===== config.mk =====
export PLATFORM = sky130hd
export DESIGN_NAME = arm_cube_root_position_drive
export DESIGN_NICKNAME = d
export VERILOG_FILES = /design/src/rtl/acrpd_pkg.sv /design/src/rtl/arm_cube_root_position_drive.sv
export VERILOG_INCLUDE_DIRS = /design/src /design/src/rtl
export SDC_FILE = /design/constraint.sdc
export NUM_CORES = 2
export LEC_CHECK = 0
export BUFFER_PORTS_ARGS = -buffer_cell sky130_fd_sc_hd__buf_2
export CAP_MARGIN = 20
export CORE_UTILIZATION = 65
export CTS_CLUSTER_SIZE = 8
export DETAILED_ROUTE_END_ITERATION = 12
export PLACE_DENSITY = 0.83
export SKIP_CTS_REPAIR_TIMING = 1
export SLEW_MARGIN = 30
export SYNTH_ARGS = -nofsm -noshare
export SYNTH_HDL_FRONTEND = slang
export SYNTH_SLANG_ARGS = --single-unit

===== constraint.sdc =====
create_clock -name clk -period 11.4 [get_ports clk]
set_input_delay 1.71 -clock clk [delete_from_list [all_inputs] [get_ports clk]]
set_output_delay 1.71 -clock clk [all_outputs]
set_load 0.005 [all_outputs]

===== src/rtl/arm_cube_root_position_drive_assert.svh =====
// Assertion macros for the arm cube-root position drive.
// Needs a clock named clk and an active-low reset named rst_n in the including module.
`ifndef ARM_CUBE_ROOT_POSITION_DRIVE_ASSERT_SVH
`define ARM_CUBE_ROOT_POSITION_DRIVE_ASSERT_SVH

// Check that the consequent holds in the same cycle as the antecedent
`define ACRPD_ASSERT_SAME(name, ante, cons, msg) \
    name: assert property (@(posedge clk) disable iff (!rst_n) (ante) |-> (cons)) \
        else $error(msg);

// Check that the consequent holds in the cycle after the antecedent
`define ACRPD_ASSERT_NEXT(name, ante, cons, msg) \
    name: assert property (@(posedge clk) disable iff (!rst_n) (ante) |=> (cons)) \
        else $error(msg);

`endif


===== src/rtl/acrpd_pkg.sv =====
// Shared constants for the arm cube-root position drive.
// No dependencies; imported by arm_cube_root_position_drive, its checker and the testbench.
`default_nettype none

package acrpd_pkg;

    // Configuration register indexes
    localparam int CFG_IDX_W = 3;
    localparam logic [CFG_IDX_W-1:0] CFG_FLOOR_TARGET    = 3'd0;
    localparam logic [CFG_IDX_W-1:0] CFG_SHOOT_TARGET    = 3'd1;
    localparam logic [CFG_IDX_W-1:0] CFG_CLIMB_TARGET    = 3'd2;
    localparam logic [CFG_IDX_W-1:0] CFG_TRAVERSE_TARGET = 3'd3;
    localparam logic [CFG_IDX_W-1:0] CFG_FLOOR_CUTOFF    = 3'd4;
    localparam logic [CFG_IDX_W-1:0] CFG_LOCK_TOLERANCE  = 3'd5;

    // Target select codes
    localparam logic [1:0] SEL_FLOOR    = 2'd0;
    localparam logic [1:0] SEL_SHOOT    = 2'd1;
    localparam logic [1:0] SEL_CLIMB    = 2'd2;
    localparam logic [1:0] SEL_TRAVERSE = 2'd3;

    // Register widths and reset values
    localparam int REG_W = 16;
    localparam int TOL_W = 12;
    localparam logic signed [REG_W-1:0] FLOOR_TARGET_RST    = -16'sd123;
    localparam logic signed [REG_W-1:0] SHOOT_TARGET_RST    = -16'sd655;
    localparam logic signed [REG_W-1:0] CLIMB_TARGET_RST    = -16'sd955;
    localparam logic signed [REG_W-1:0] TRAVERSE_TARGET_RST = -16'sd406;
    localparam logic signed [REG_W-1:0] FLOOR_CUTOFF_RST    = -16'sd125;
    localparam logic [TOL_W-1:0]        LOCK_TOLERANCE_RST  = 12'd205;

    // Integer cube root search: root r is capped at 2^17 - 1, so the
    // rounded half-root (r + 1) >> 1 is capped at 65536.
    localparam int ROOT_W = 17;
    localparam int BIT_W  = 5;
    localparam int SQ_W   = 2 * ROOT_W;
    localparam int CU_W   = 3 * ROOT_W;
    localparam int LHS_W  = CU_W + 7;

    // Drive output
    localparam int DRIVE_W = 16;
    localparam logic [DRIVE_W-1:0] DRIVE_POS_MAX = 16'h7FFF;

endpackage

`default_nettype wire


===== src/rtl/arm_cube_root_position_drive.sv =====
// Arm position drive: error to target, signed cube-root response, lock flag.
// Depends on acrpd_pkg and arm_cube_root_position_drive_assert.svh.
// An accepted request occupies the block: idle registers the error, then each
// of the 17 root bits passes through the square, cube, scale-by-100 and
// compare states on one shared 34x17 multiplier, and the finish state
// forms the drive and lock flag. The result then sits in the output
// register; the next request is taken as soon as the block is back in idle,
// which needs the previous result to have left the output register.
`default_nettype none

module arm_cube_root_position_drive #(
    parameter int POS_WIDTH = 16,
    parameter int FRAC_BITS = 12
) (
    input  wire logic                              clk,
    input  wire logic                              rst_n,
    // configuration write channel
    input  wire logic                              cfg_valid,
    output logic                                   cfg_ready,
    input  wire logic [acrpd_pkg::CFG_IDX_W-1:0]   cfg_index,
    input  wire logic [acrpd_pkg::REG_W-1:0]       cfg_data,
    // input request channel
    input  wire logic                              in_valid,
    output logic                                   in_stall,
    input  wire logic [1:0]                        target_select,
    input  wire logic signed [POS_WIDTH-1:0]       arm_position,
    // result channel
    output logic                                   out_valid,
    input  wire logic                              out_stall,
    output logic signed [acrpd_pkg::DRIVE_W-1:0]   motor_drive,
    output logic                                   motor_zeroed,
    output logic                                   lock_engaged
);
    import acrpd_pkg::*;

`include "arm_cube_root_position_drive_assert.svh"

    localparam int ERR_W = ((POS_WIDTH > REG_W) ? POS_WIDTH : REG_W) + 1;
    localparam int SH    = 3 * FRAC_BITS + 3;
    localparam int X_W   = ERR_W + SH;
    localparam int CMP_W = (X_W > LHS_W) ? X_W : LHS_W;

    typedef enum logic [2:0] {
        ST_IDLE,
        ST_SQ,
        ST_CU,
        ST_SCALE,
        ST_CMP,
        ST_FIN
    } state_t;

    // Configuration registers
    logic signed [REG_W-1:0] floor_target_reg;
    logic signed [REG_W-1:0] shoot_target_reg;
    logic signed [REG_W-1:0] climb_target_reg;
    logic signed [REG_W-1:0] traverse_target_reg;
    logic signed [REG_W-1:0] floor_cutoff_reg;
    logic [TOL_W-1:0]        lock_tolerance_reg;

    // Datapath and control registers
    state_t                  state_reg, state_next;
    logic [ERR_W-1:0]        mag_reg, mag_next;
    logic                    neg_reg, neg_next;
    logic                    zeroed_reg, zeroed_next;
    logic [ROOT_W-1:0]       root_reg, root_next;
    logic [BIT_W-1:0]        bit_reg, bit_next;
    logic [SQ_W-1:0]         sq_reg, sq_next;
    logic [CU_W-1:0]         cu_reg, cu_next;
    logic [LHS_W-1:0]        lhs_reg, lhs_next;
    logic                    lock_reg, lock_next;
    logic                    out_valid_reg, out_valid_next;
    logic [DRIVE_W-1:0]      drive_reg, drive_next;
    logic                    zero_out_reg, zero_out_next;
    logic                    lock_out_reg, lock_out_next;

    // Combinational helpers
    logic signed [REG_W-1:0] target_mux;
    logic signed [ERR_W-1:0] err;
    logic [ROOT_W-1:0]       cand;
    logic [SQ_W-1:0]         mul_a;
    logic [CU_W-1:0]         product;
    logic [CMP_W-1:0]        x_ext;
    logic [CMP_W-1:0]        lhs_ext;
    logic                    fits;
    logic [ROOT_W:0]         m_sum;
    logic [ROOT_W-1:0]       m_val;
    logic [ROOT_W:0]         h_sum;
    logic [ROOT_W-1:0]       h_val;
    logic [DRIVE_W-1:0]      drive_val;
    logic [ROOT_W-1:0]       absd;
    logic                    out_free;
    logic                    accept;

    assign cfg_ready = 1'b1;
    assign in_stall  = (state_reg != ST_IDLE);
    assign accept    = in_valid && !in_stall;
    assign out_free  = !out_valid_reg || !out_stall;

    // Configuration writes; unknown indexes are dropped
    always_ff @(posedge clk or negedge rst_n)
    begin
        if (!rst_n)
        begin
            floor_target_reg    <= FLOOR_TARGET_RST;
            shoot_target_reg    <= SHOOT_TARGET_RST;
            climb_target_reg    <= CLIMB_TARGET_RST;
            traverse_target_reg <= TRAVERSE_TARGET_RST;
            floor_cutoff_reg    <= FLOOR_CUTOFF_RST;
            lock_tolerance_reg  <= LOCK_TOLERANCE_RST;
        end
        else if (cfg_valid && cfg_ready)
        begin
            case (cfg_index)
                CFG_FLOOR_TARGET:    floor_target_reg    <= cfg_data;
                CFG_SHOOT_TARGET:    shoot_target_reg    <= cfg_data;
                CFG_CLIMB_TARGET:    climb_target_reg    <= cfg_data;
                CFG_TRAVERSE_TARGET: traverse_target_reg <= cfg_data;
                CFG_FLOOR_CUTOFF:    floor_cutoff_reg    <= cfg_data;
                CFG_LOCK_TOLERANCE:  lock_tolerance_reg  <= cfg_data[TOL_W-1:0];
                default:             ;
            endcase
        end
    end

    // Select the target for this request
    always_comb
    begin
        case (target_select)
            SEL_FLOOR:    target_mux = floor_target_reg;
            SEL_SHOOT:    target_mux = shoot_target_reg;
            SEL_CLIMB:    target_mux = climb_target_reg;
            SEL_TRAVERSE: target_mux = traverse_target_reg;
            default:      target_mux = floor_target_reg;
        endcase
    end

    assign err = ERR_W'(arm_position) - ERR_W'(target_mux);

    // Shared multiplier: candidate squared, then square times candidate
    assign cand    = root_reg | (ROOT_W'(1) << bit_reg);
    assign mul_a   = (state_reg == ST_SQ) ? SQ_W'(cand) : sq_reg;
    assign product = CU_W'(mul_a) * CU_W'(cand);

    // Compare candidate cube times 100 against |error| scaled by 2^SH
    assign x_ext   = CMP_W'({mag_reg, {SH{1'b0}}});
    assign lhs_ext = CMP_W'(lhs_reg);
    assign fits    = (lhs_ext <= x_ext);

    // Round the root to the half-step and halve negative drive
    assign m_sum = {1'b0, root_reg} + (ROOT_W+1)'(1);
    assign m_val = m_sum[ROOT_W:1];
    assign h_sum = {1'b0, m_val} + (ROOT_W+1)'(1);
    assign h_val = h_sum[ROOT_W:1];

    always_comb
    begin
        if (neg_reg)
        begin
            absd      = h_val;
            drive_val = DRIVE_W'(~h_val + ROOT_W'(1));
        end
        else if (m_val > ROOT_W'(DRIVE_POS_MAX))
        begin
            absd      = ROOT_W'(DRIVE_POS_MAX);
            drive_val = DRIVE_POS_MAX;
        end
        else
        begin
            absd      = m_val;
            drive_val = m_val[DRIVE_W-1:0];
        end
    end

    // Sequencer: next-state and datapath updates
    always_comb
    begin
        state_next     = state_reg;
        mag_next       = mag_reg;
        neg_next       = neg_reg;
        zeroed_next    = zeroed_reg;
        root_next      = root_reg;
        bit_next       = bit_reg;
        sq_next        = sq_reg;
        cu_next        = cu_reg;
        lhs_next       = lhs_reg;
        lock_next      = lock_reg;
        out_valid_next = out_valid_reg && out_stall;
        drive_next     = drive_reg;
        zero_out_next  = zero_out_reg;
        lock_out_next  = lock_out_reg;

        case (state_reg)
            ST_IDLE:
            begin
                if (accept)
                begin
                    neg_next    = err[ERR_W-1];
                    mag_next    = err[ERR_W-1] ? ERR_W'(-err) : ERR_W'(err);
                    zeroed_next = (target_select == SEL_FLOOR) &&
                                  (ERR_W'(arm_position) > ERR_W'(floor_cutoff_reg));
                    root_next   = '0;
                    bit_next    = BIT_W'(ROOT_W - 1);
                    state_next  = ST_SQ;
                end
            end
            ST_SQ:
            begin
                sq_next    = product[SQ_W-1:0];
                state_next = ST_CU;
            end
            ST_CU:
            begin
                cu_next    = product;
                state_next = ST_SCALE;
            end
            ST_SCALE:
            begin
                lhs_next   = (LHS_W'(cu_reg) << 6) + (LHS_W'(cu_reg) << 5) +
                             (LHS_W'(cu_reg) << 2);
                state_next = ST_CMP;
            end
            ST_CMP:
            begin
                if (fits)
                begin
                    root_next = cand;
                end
                if (bit_reg == '0)
                begin
                    state_next = ST_FIN;
                end
                else
                begin
                    bit_next   = bit_reg - BIT_W'(1);
                    state_next = ST_SQ;
                end
            end
            ST_FIN:
            begin
                // hold until the output register is free
                if (out_free)
                begin
                    lock_next      = lock_reg || (absd < ROOT_W'(lock_tolerance_reg));
                    drive_next     = zeroed_reg ? '0 : drive_val;
                    zero_out_next  = zeroed_reg;
                    lock_out_next  = lock_reg || (absd < ROOT_W'(lock_tolerance_reg));
                    out_valid_next = 1'b1;
                    state_next     = ST_IDLE;
                end
            end
            default:
            begin
                state_next = ST_IDLE;
            end
        endcase
    end

    // State, datapath and registered outputs
    always_ff @(posedge clk or negedge rst_n)
    begin
        if (!rst_n)
        begin
            state_reg     <= ST_IDLE;
            lock_reg      <= 1'b0;
            out_valid_reg <= 1'b0;
            mag_reg       <= '0;
            neg_reg       <= 1'b0;
            zeroed_reg    <= 1'b0;
            root_reg      <= '0;
            bit_reg       <= '0;
            sq_reg        <= '0;
            cu_reg        <= '0;
            lhs_reg       <= '0;
            drive_reg     <= '0;
            zero_out_reg  <= 1'b0;
            lock_out_reg  <= 1'b0;
        end
        else
        begin
            state_reg     <= state_next;
            lock_reg      <= lock_next;
            out_valid_reg <= out_valid_next;
            mag_reg       <= mag_next;
            neg_reg       <= neg_next;
            zeroed_reg    <= zeroed_next;
            root_reg      <= root_next;
            bit_reg       <= bit_next;
            sq_reg        <= sq_next;
            cu_reg        <= cu_next;
            lhs_reg       <= lhs_next;
            drive_reg     <= drive_next;
            zero_out_reg  <= zero_out_next;
            lock_out_reg  <= lock_out_next;
        end
    end

    assign out_valid    = out_valid_reg;
    assign motor_drive  = drive_reg;
    assign motor_zeroed = zero_out_reg;
    assign lock_engaged = lock_out_reg;

    // Checks
    `ACRPD_ASSERT_NEXT(a_lock_sticky, lock_reg, lock_reg,
        "lock flag cleared outside reset")
    `ACRPD_ASSERT_NEXT(a_accept_starts_search, accept,
        (state_reg == ST_SQ) && (root_reg == '0),
        "accepted request did not start a fresh root search")
    `ACRPD_ASSERT_SAME(a_result_from_finish, $rose(out_valid_reg),
        $past(state_reg) == ST_FIN,
        "result appeared without finishing a search")
    `ACRPD_ASSERT_SAME(a_zeroed_drive, out_valid_reg && zero_out_reg,
        drive_reg == '0,
        "floor cutoff result carries nonzero drive")

endmodule

`default_nettype wire


# Yosys cells after proc, flatten, opt, wreduce, memory -nomap -nowiden
# Cells that the tools add are included.
# op_classes
n_addsub	8
multipliers	1
order_cmp	4
eq_ne	17
shifts	1
n_mux	20
bitwise	2
n_reduce_logical	25
# op_table
operator	n
2-to-1 mux 17 bit	5
case mux 16 bit (4 select lines)	1
adder 57 x 56 -> 58 bit	1
adder 58 x 53 -> 58 bit	1
less-or-equal comparator 58 x 56 -> 1 bit	1
multiplier 34 x 17 -> 51 bit	1
2-to-1 mux 16 bit	3
adder 17 x 1 -> 18 bit (second input constant)	2
2-to-1 mux 34 bit	1
case mux 17 bit (2 select lines)	1
case mux 3 bit (6 select lines)	1
AND reduction 2 bit	9
greater-than comparator 17 x 15 -> 1 bit (second input constant)	1
< comparator 17 x 12 -> 1 bit	1
negator 17 bit	1
bitwise OR 17 bit	1
left shift 1 x 5 -> 17 bit (first input constant)	1
subtractor 16 x 16 -> 17 bit	1
adder 16 x 1 -> 16 bit (second input constant)	1
greater-than comparator 16 bit	1
inverter 16 bit	1
== test 3 x 2 -> 1 bit (second input constant)	4
== test 3 bit (second input constant)	4
2-to-1 mux 5 bit	2
other kinds (17)	32
# totals
reg_bits	298
input_bits	42
out_inout_bits	21
wordCells	97

# Logic depth before layout (Yosys ltp)
# logic_depth
depth_word	6
mapped_depth	32
depth_no_buf	31

# Worst setup path before layout
# No wires, ideal clock.
# synth_timing
path_kind	flip-flop to flip-flop
from	reg state_reg[0]
to	reg cu_reg[50]
setup_time_ps	133
t_arrival_ps	7739
required_ps	11267
setup_slack_ps	3528
stages_incl_launch_ff	30
n_path_buf	4
synth_period_minus_slack_ps	7872
path_cell_list	dfrtp_1 -> clkbuf_1 -> nor3b_1 -> clkbuf_1 -> nor2_1 -> a21oi_1 -> clkbuf_1 -> nand2_1 -> fa_1 -> inv_1 -> fa_1 -> fa_1 -> fa_1 -> fa_1 -> inv_1 -> fa_1 -> inv_1 -> ha_1 -> buf_2 -> a211oi_2 -> o211ai_1 -> a2111oi_1 -> a2111o_1 -> o211ai_1 -> o31a_1 -> a311oi_1 -> nor2_1 -> o31ai_1 -> xnor2_1 -> o21ai_1
# synth_between
elab_chain_len	3
elab_cells_between_ends	4
classes_between	mul (1); eq/ne (2); mux (1)
# synth_lines
item	line	source
start: declaration	arm_cube_root_position_drive.sv:61	state_t state_reg, state_next;
start signal: assignment	arm_cube_root_position_drive.sv:280	state_reg <= state_next;
== test 3 x 1 -> 1 bit	arm_cube_root_position_drive.sv:141	assign mul_a = (state_reg == ST_SQ) ? SQ_W'(cand) : sq_reg;
2-to-1 mux 34 bit	arm_cube_root_position_drive.sv:141	
multiplier 34 x 17 -> 51 bit	arm_cube_root_position_drive.sv:142	assign product = CU_W'(mul_a) * CU_W'(cand);
end signal: assignment	arm_cube_root_position_drive.sv:289	cu_reg <= cu_next;
end: declaration	arm_cube_root_position_drive.sv:68	logic [CU_W-1:0] cu_reg, cu_next;
# Parallel ways exist; a longest one is shown, timed or not.
# A chain may end at the register's enable or synchronous reset.

# Final worst setup path
# layout_timing
from	reg bit_reg[0]
to	reg cu_reg[50]
# layout_between
elab_chain_len	4
# layout_lines
item	line	source
start: declaration	arm_cube_root_position_drive.sv:66	logic [BIT_W-1:0] bit_reg, bit_next;
start signal: assignment	arm_cube_root_position_drive.sv:287	bit_reg <= bit_next;
left shift 1 x 5 -> 17 bit *	arm_cube_root_position_drive.sv:140	assign cand = root_reg | (ROOT_W'(1) << bit_reg);
bitwise OR 17 bit *	arm_cube_root_position_drive.sv:140	
2-to-1 mux 34 bit	arm_cube_root_position_drive.sv:141	
multiplier 34 x 17 -> 51 bit *	arm_cube_root_position_drive.sv:142	
# Every way passes the cells marked *; elsewhere a longest branch is shown, timed or not.

==> metrics.md <==
| Metric | Value |
|---|---|
| CP max stage delay | 0.61 ns |
| Status | finished, final reports clean |
| Post-synthesis mux area share | 0.0349 |
| Min Tclk post-route | 9.09 ns |
| TritonCTS Buffers | 43 |
| I/O Buffers | 61 |
| Clk_lat worst skew | 0.60 ns |
| First-pass detailed-route iteration total | 6 |
| Number of routed nets with antenna violations | 0 |
| Reg clk slew, reported paths | 0.05 ns |
| Final setup fails | 0 |
| Total Power | 0.00637 W |
| Clk buf depth | 3 |
| RSZ-0062 raised after global routing | no |
| Skew final | 0.0372 ns |
| Wire per inst | 21.2 um |
| Synth Area in Compound Gates | 0.122 |
| Max-Slew Margin vs Limit | 0.264 |
| CTS H-tree lvls | 2 |
| Total wire length | 105000 um |
| Area leader, netlist | fa_1 |
| HP Class | register to register |
| Bufs and invs on worst path | 5 |
| Top cells by count, synth | 701 x inv_1, 701 x nand2_1, 528 x fa_1, 282 x nor2_1, 250 x ha_1 |
| Top_reg_cell synth | dfrtp_1 |
| Final Hold Viols | 0 |
| Layout cell share with drive strength beyond 1 | 0.0919 |
| Pwr/cell area | 161 nW/um^2 |
| Mapped Avg Cell Area | 8.86 um^2 |
| TNS Setup | 0 ns |
| DRC errors left | 0 |
| Final-stage net count | 4990 |
| Seq cells post-synth | 296 |
| Clock Sinks | 296 |
| Initial DRC Count | 2924 |
| Final WS setup | 2.31 ns |
| CP delay by family, top | adder cells |
| Worst vdd ir | 0.000145 V |
| Dpl hpwl | 79100 um |
| Placed cell count | 4878 |
| N_diodes | 0 |
| Routed vias/inst | 6.10 |
| Cell variety after synth | 85 |
| Simple-gate share of the synthesized area | 0.144 |
| EDFF count, synth | 0 |
| Critical path arrival | 9.54 ns |
| Largest net degree at the start of global routing | 183 |
| CTS Root Cell | clkbuf_16 |
| MaxCap Viol Count | 0 |
| Critical path type | register to register |
| Leak | 19.7 nW |
| CORE AREA | 56400 um^2 |
| Max-slew violation count | 0 |
| Gr ovfl total | 0 |
| Die Ht | 241 um |
| Syn_nets | 5010 |
| I/O pin total | 63 |
| Post-Syn Instances | 4190 |
| Post-synth ARST share | 1.00 |
| CP max FO | 12 |
| Pre-CTS setup slack | 2.45 ns |
| Worst Path Required | 11.85 ns |
| Final worst-path cycle share | 0.798 |
| Area contributors post-synth | fa_1 28%, dfrtp_1 16%, ha_1 8.4%, inv_1 7.1%, nand2_1 7.1% |
| Top-area cell type share of the netlist area | 0.285 |
| FP Rows | 87 |
| Routability cong. | 0.992 |
| Filler cells | 4320 |
| Layout Cells excl Fill | 4947 |
| Tightest Pin Transition | 1.10 ns |
| Synth Area in Adders | 0.369 |
| Synthesized cell area | 37100 um^2 |
| Largest family of logic cells by synthesized area | adder cells |
| Starting Density | 0.658 |
| Width of the die | 241 um |
| Max FFs per register | 56 |
| CP Launch Type | register |
| Initial antenna violation count | 2 |
| DR vias | 30.2k |
| CTS tree | done |
| Yosys warns | 0 |
| Vias in the first global route | 30.5k |
| Crit. End Element | register |
| Syn-to-layout area delta | 6.44% |
| First-pass GRT wire length | 165000 um |
| Sequential element share of the synthesized area | 0.201 |
| Post-synthesis xor/xnor area fraction | 0.0377 |
| Crit-path slowest cell | or4_1 |
| F_max | 0.110 GHz |
| Die area | 58100 um^2 |
| GRT Util Overall | 0.372 |
path summary, 6_finish.rpt:
path / start / endpoint / slack (ns) / depth (start not counted)
worst max-delay path: bit_reg[0] / cu_reg[50] / 2.31 / 28
worst min-delay path: lhs_ext[32] / lhs_ext[32] / 0.48 / 2
worst max register to register: bit_reg[0] / cu_reg[50] / 2.31 / 28
worst min register to register: lhs_ext[32] / lhs_ext[32] / 0.48 / 2
max in group asynchronous: rst_n / sq_reg[7] / 9.03 / 3
min in group asynchronous: rst_n / motor_drive[11] / 1.01 / 1
cell families after synthesis:
group / after synthesis
other cells: 1
buf+inv: 892
simple gates: 1241
xor+xnor: 160
flops: 296
compound gates: 723
mux: 99
fa+ha+maj: 778
power breakdown:
part,switching (W),leakage (nW),internal (W),total (W)
Combinational,0.00230,15.3,0.00118,0.00348
Clock,0.000512,0.596,0.000702,0.00121
Sequential,0.000281,3.76,0.00140,0.00168
per-layer routing:
metal | track usage | vias up | share of wire
met3 | 0.0978 | 411 | 0.11
met5 | 0 | - | 0.00012
li1 | - | 13300 | -
met4 | 0.196 | 2 | 0.058
met1 | 0.480 | 14800 | 0.38
met2 | 0.580 | 1651 | 0.45
final cells by class:
cell class                      count  area, um^2  share of cell area
Clock buffer                       61        1150              0.0292
Sequential cell                   296        7480               0.189
Multi-Input combinational cell   3002       26400               0.667
Inverter                          701        2630              0.0666
Clock inverter                      5        80.1             0.00203
Timing Repair Buffer              126         863              0.0218
Tap cell                          756         946              0.0239
per-stage QoR:
stage	hold slack, ns	utilization	instance area, um^2
finish	0.476	0.701	39500
CTS	0.481	0.699	39400
detailed placement	0.470	0.677	38200
floorplan	0.440	-	37100
global placement	0.454	0.677	38200
global route	0.494	0.701	39500
worst reg2reg max path, delay by kind of cell (launching register included):
family	cells	cell delay, ns
adder cells (fa/ha/maj)	8	3.29
AO/OA/AOI/OAI	8	2.39
AND/OR/NAND/NOR	6	2.12
buffers and inverters	5	0.57
flip-flops	1	0.41
XOR/XNOR	1	0.17
layout by cell type, fill, tap and decap left out, drive strengths merged, types with 43 or more instances in the layout:
cell and n:
inv 703, nand2 701, fa 528, nor2 282, o21ai 259, ha 250, dfrtp 238, a21oi 166
buf 126, a21o 100, xor2 82, mux2 82, xnor2 78, clkbuf 61, dfstp 58, nor2b 47
nand4 43
(Power assumes the default switching activity.)
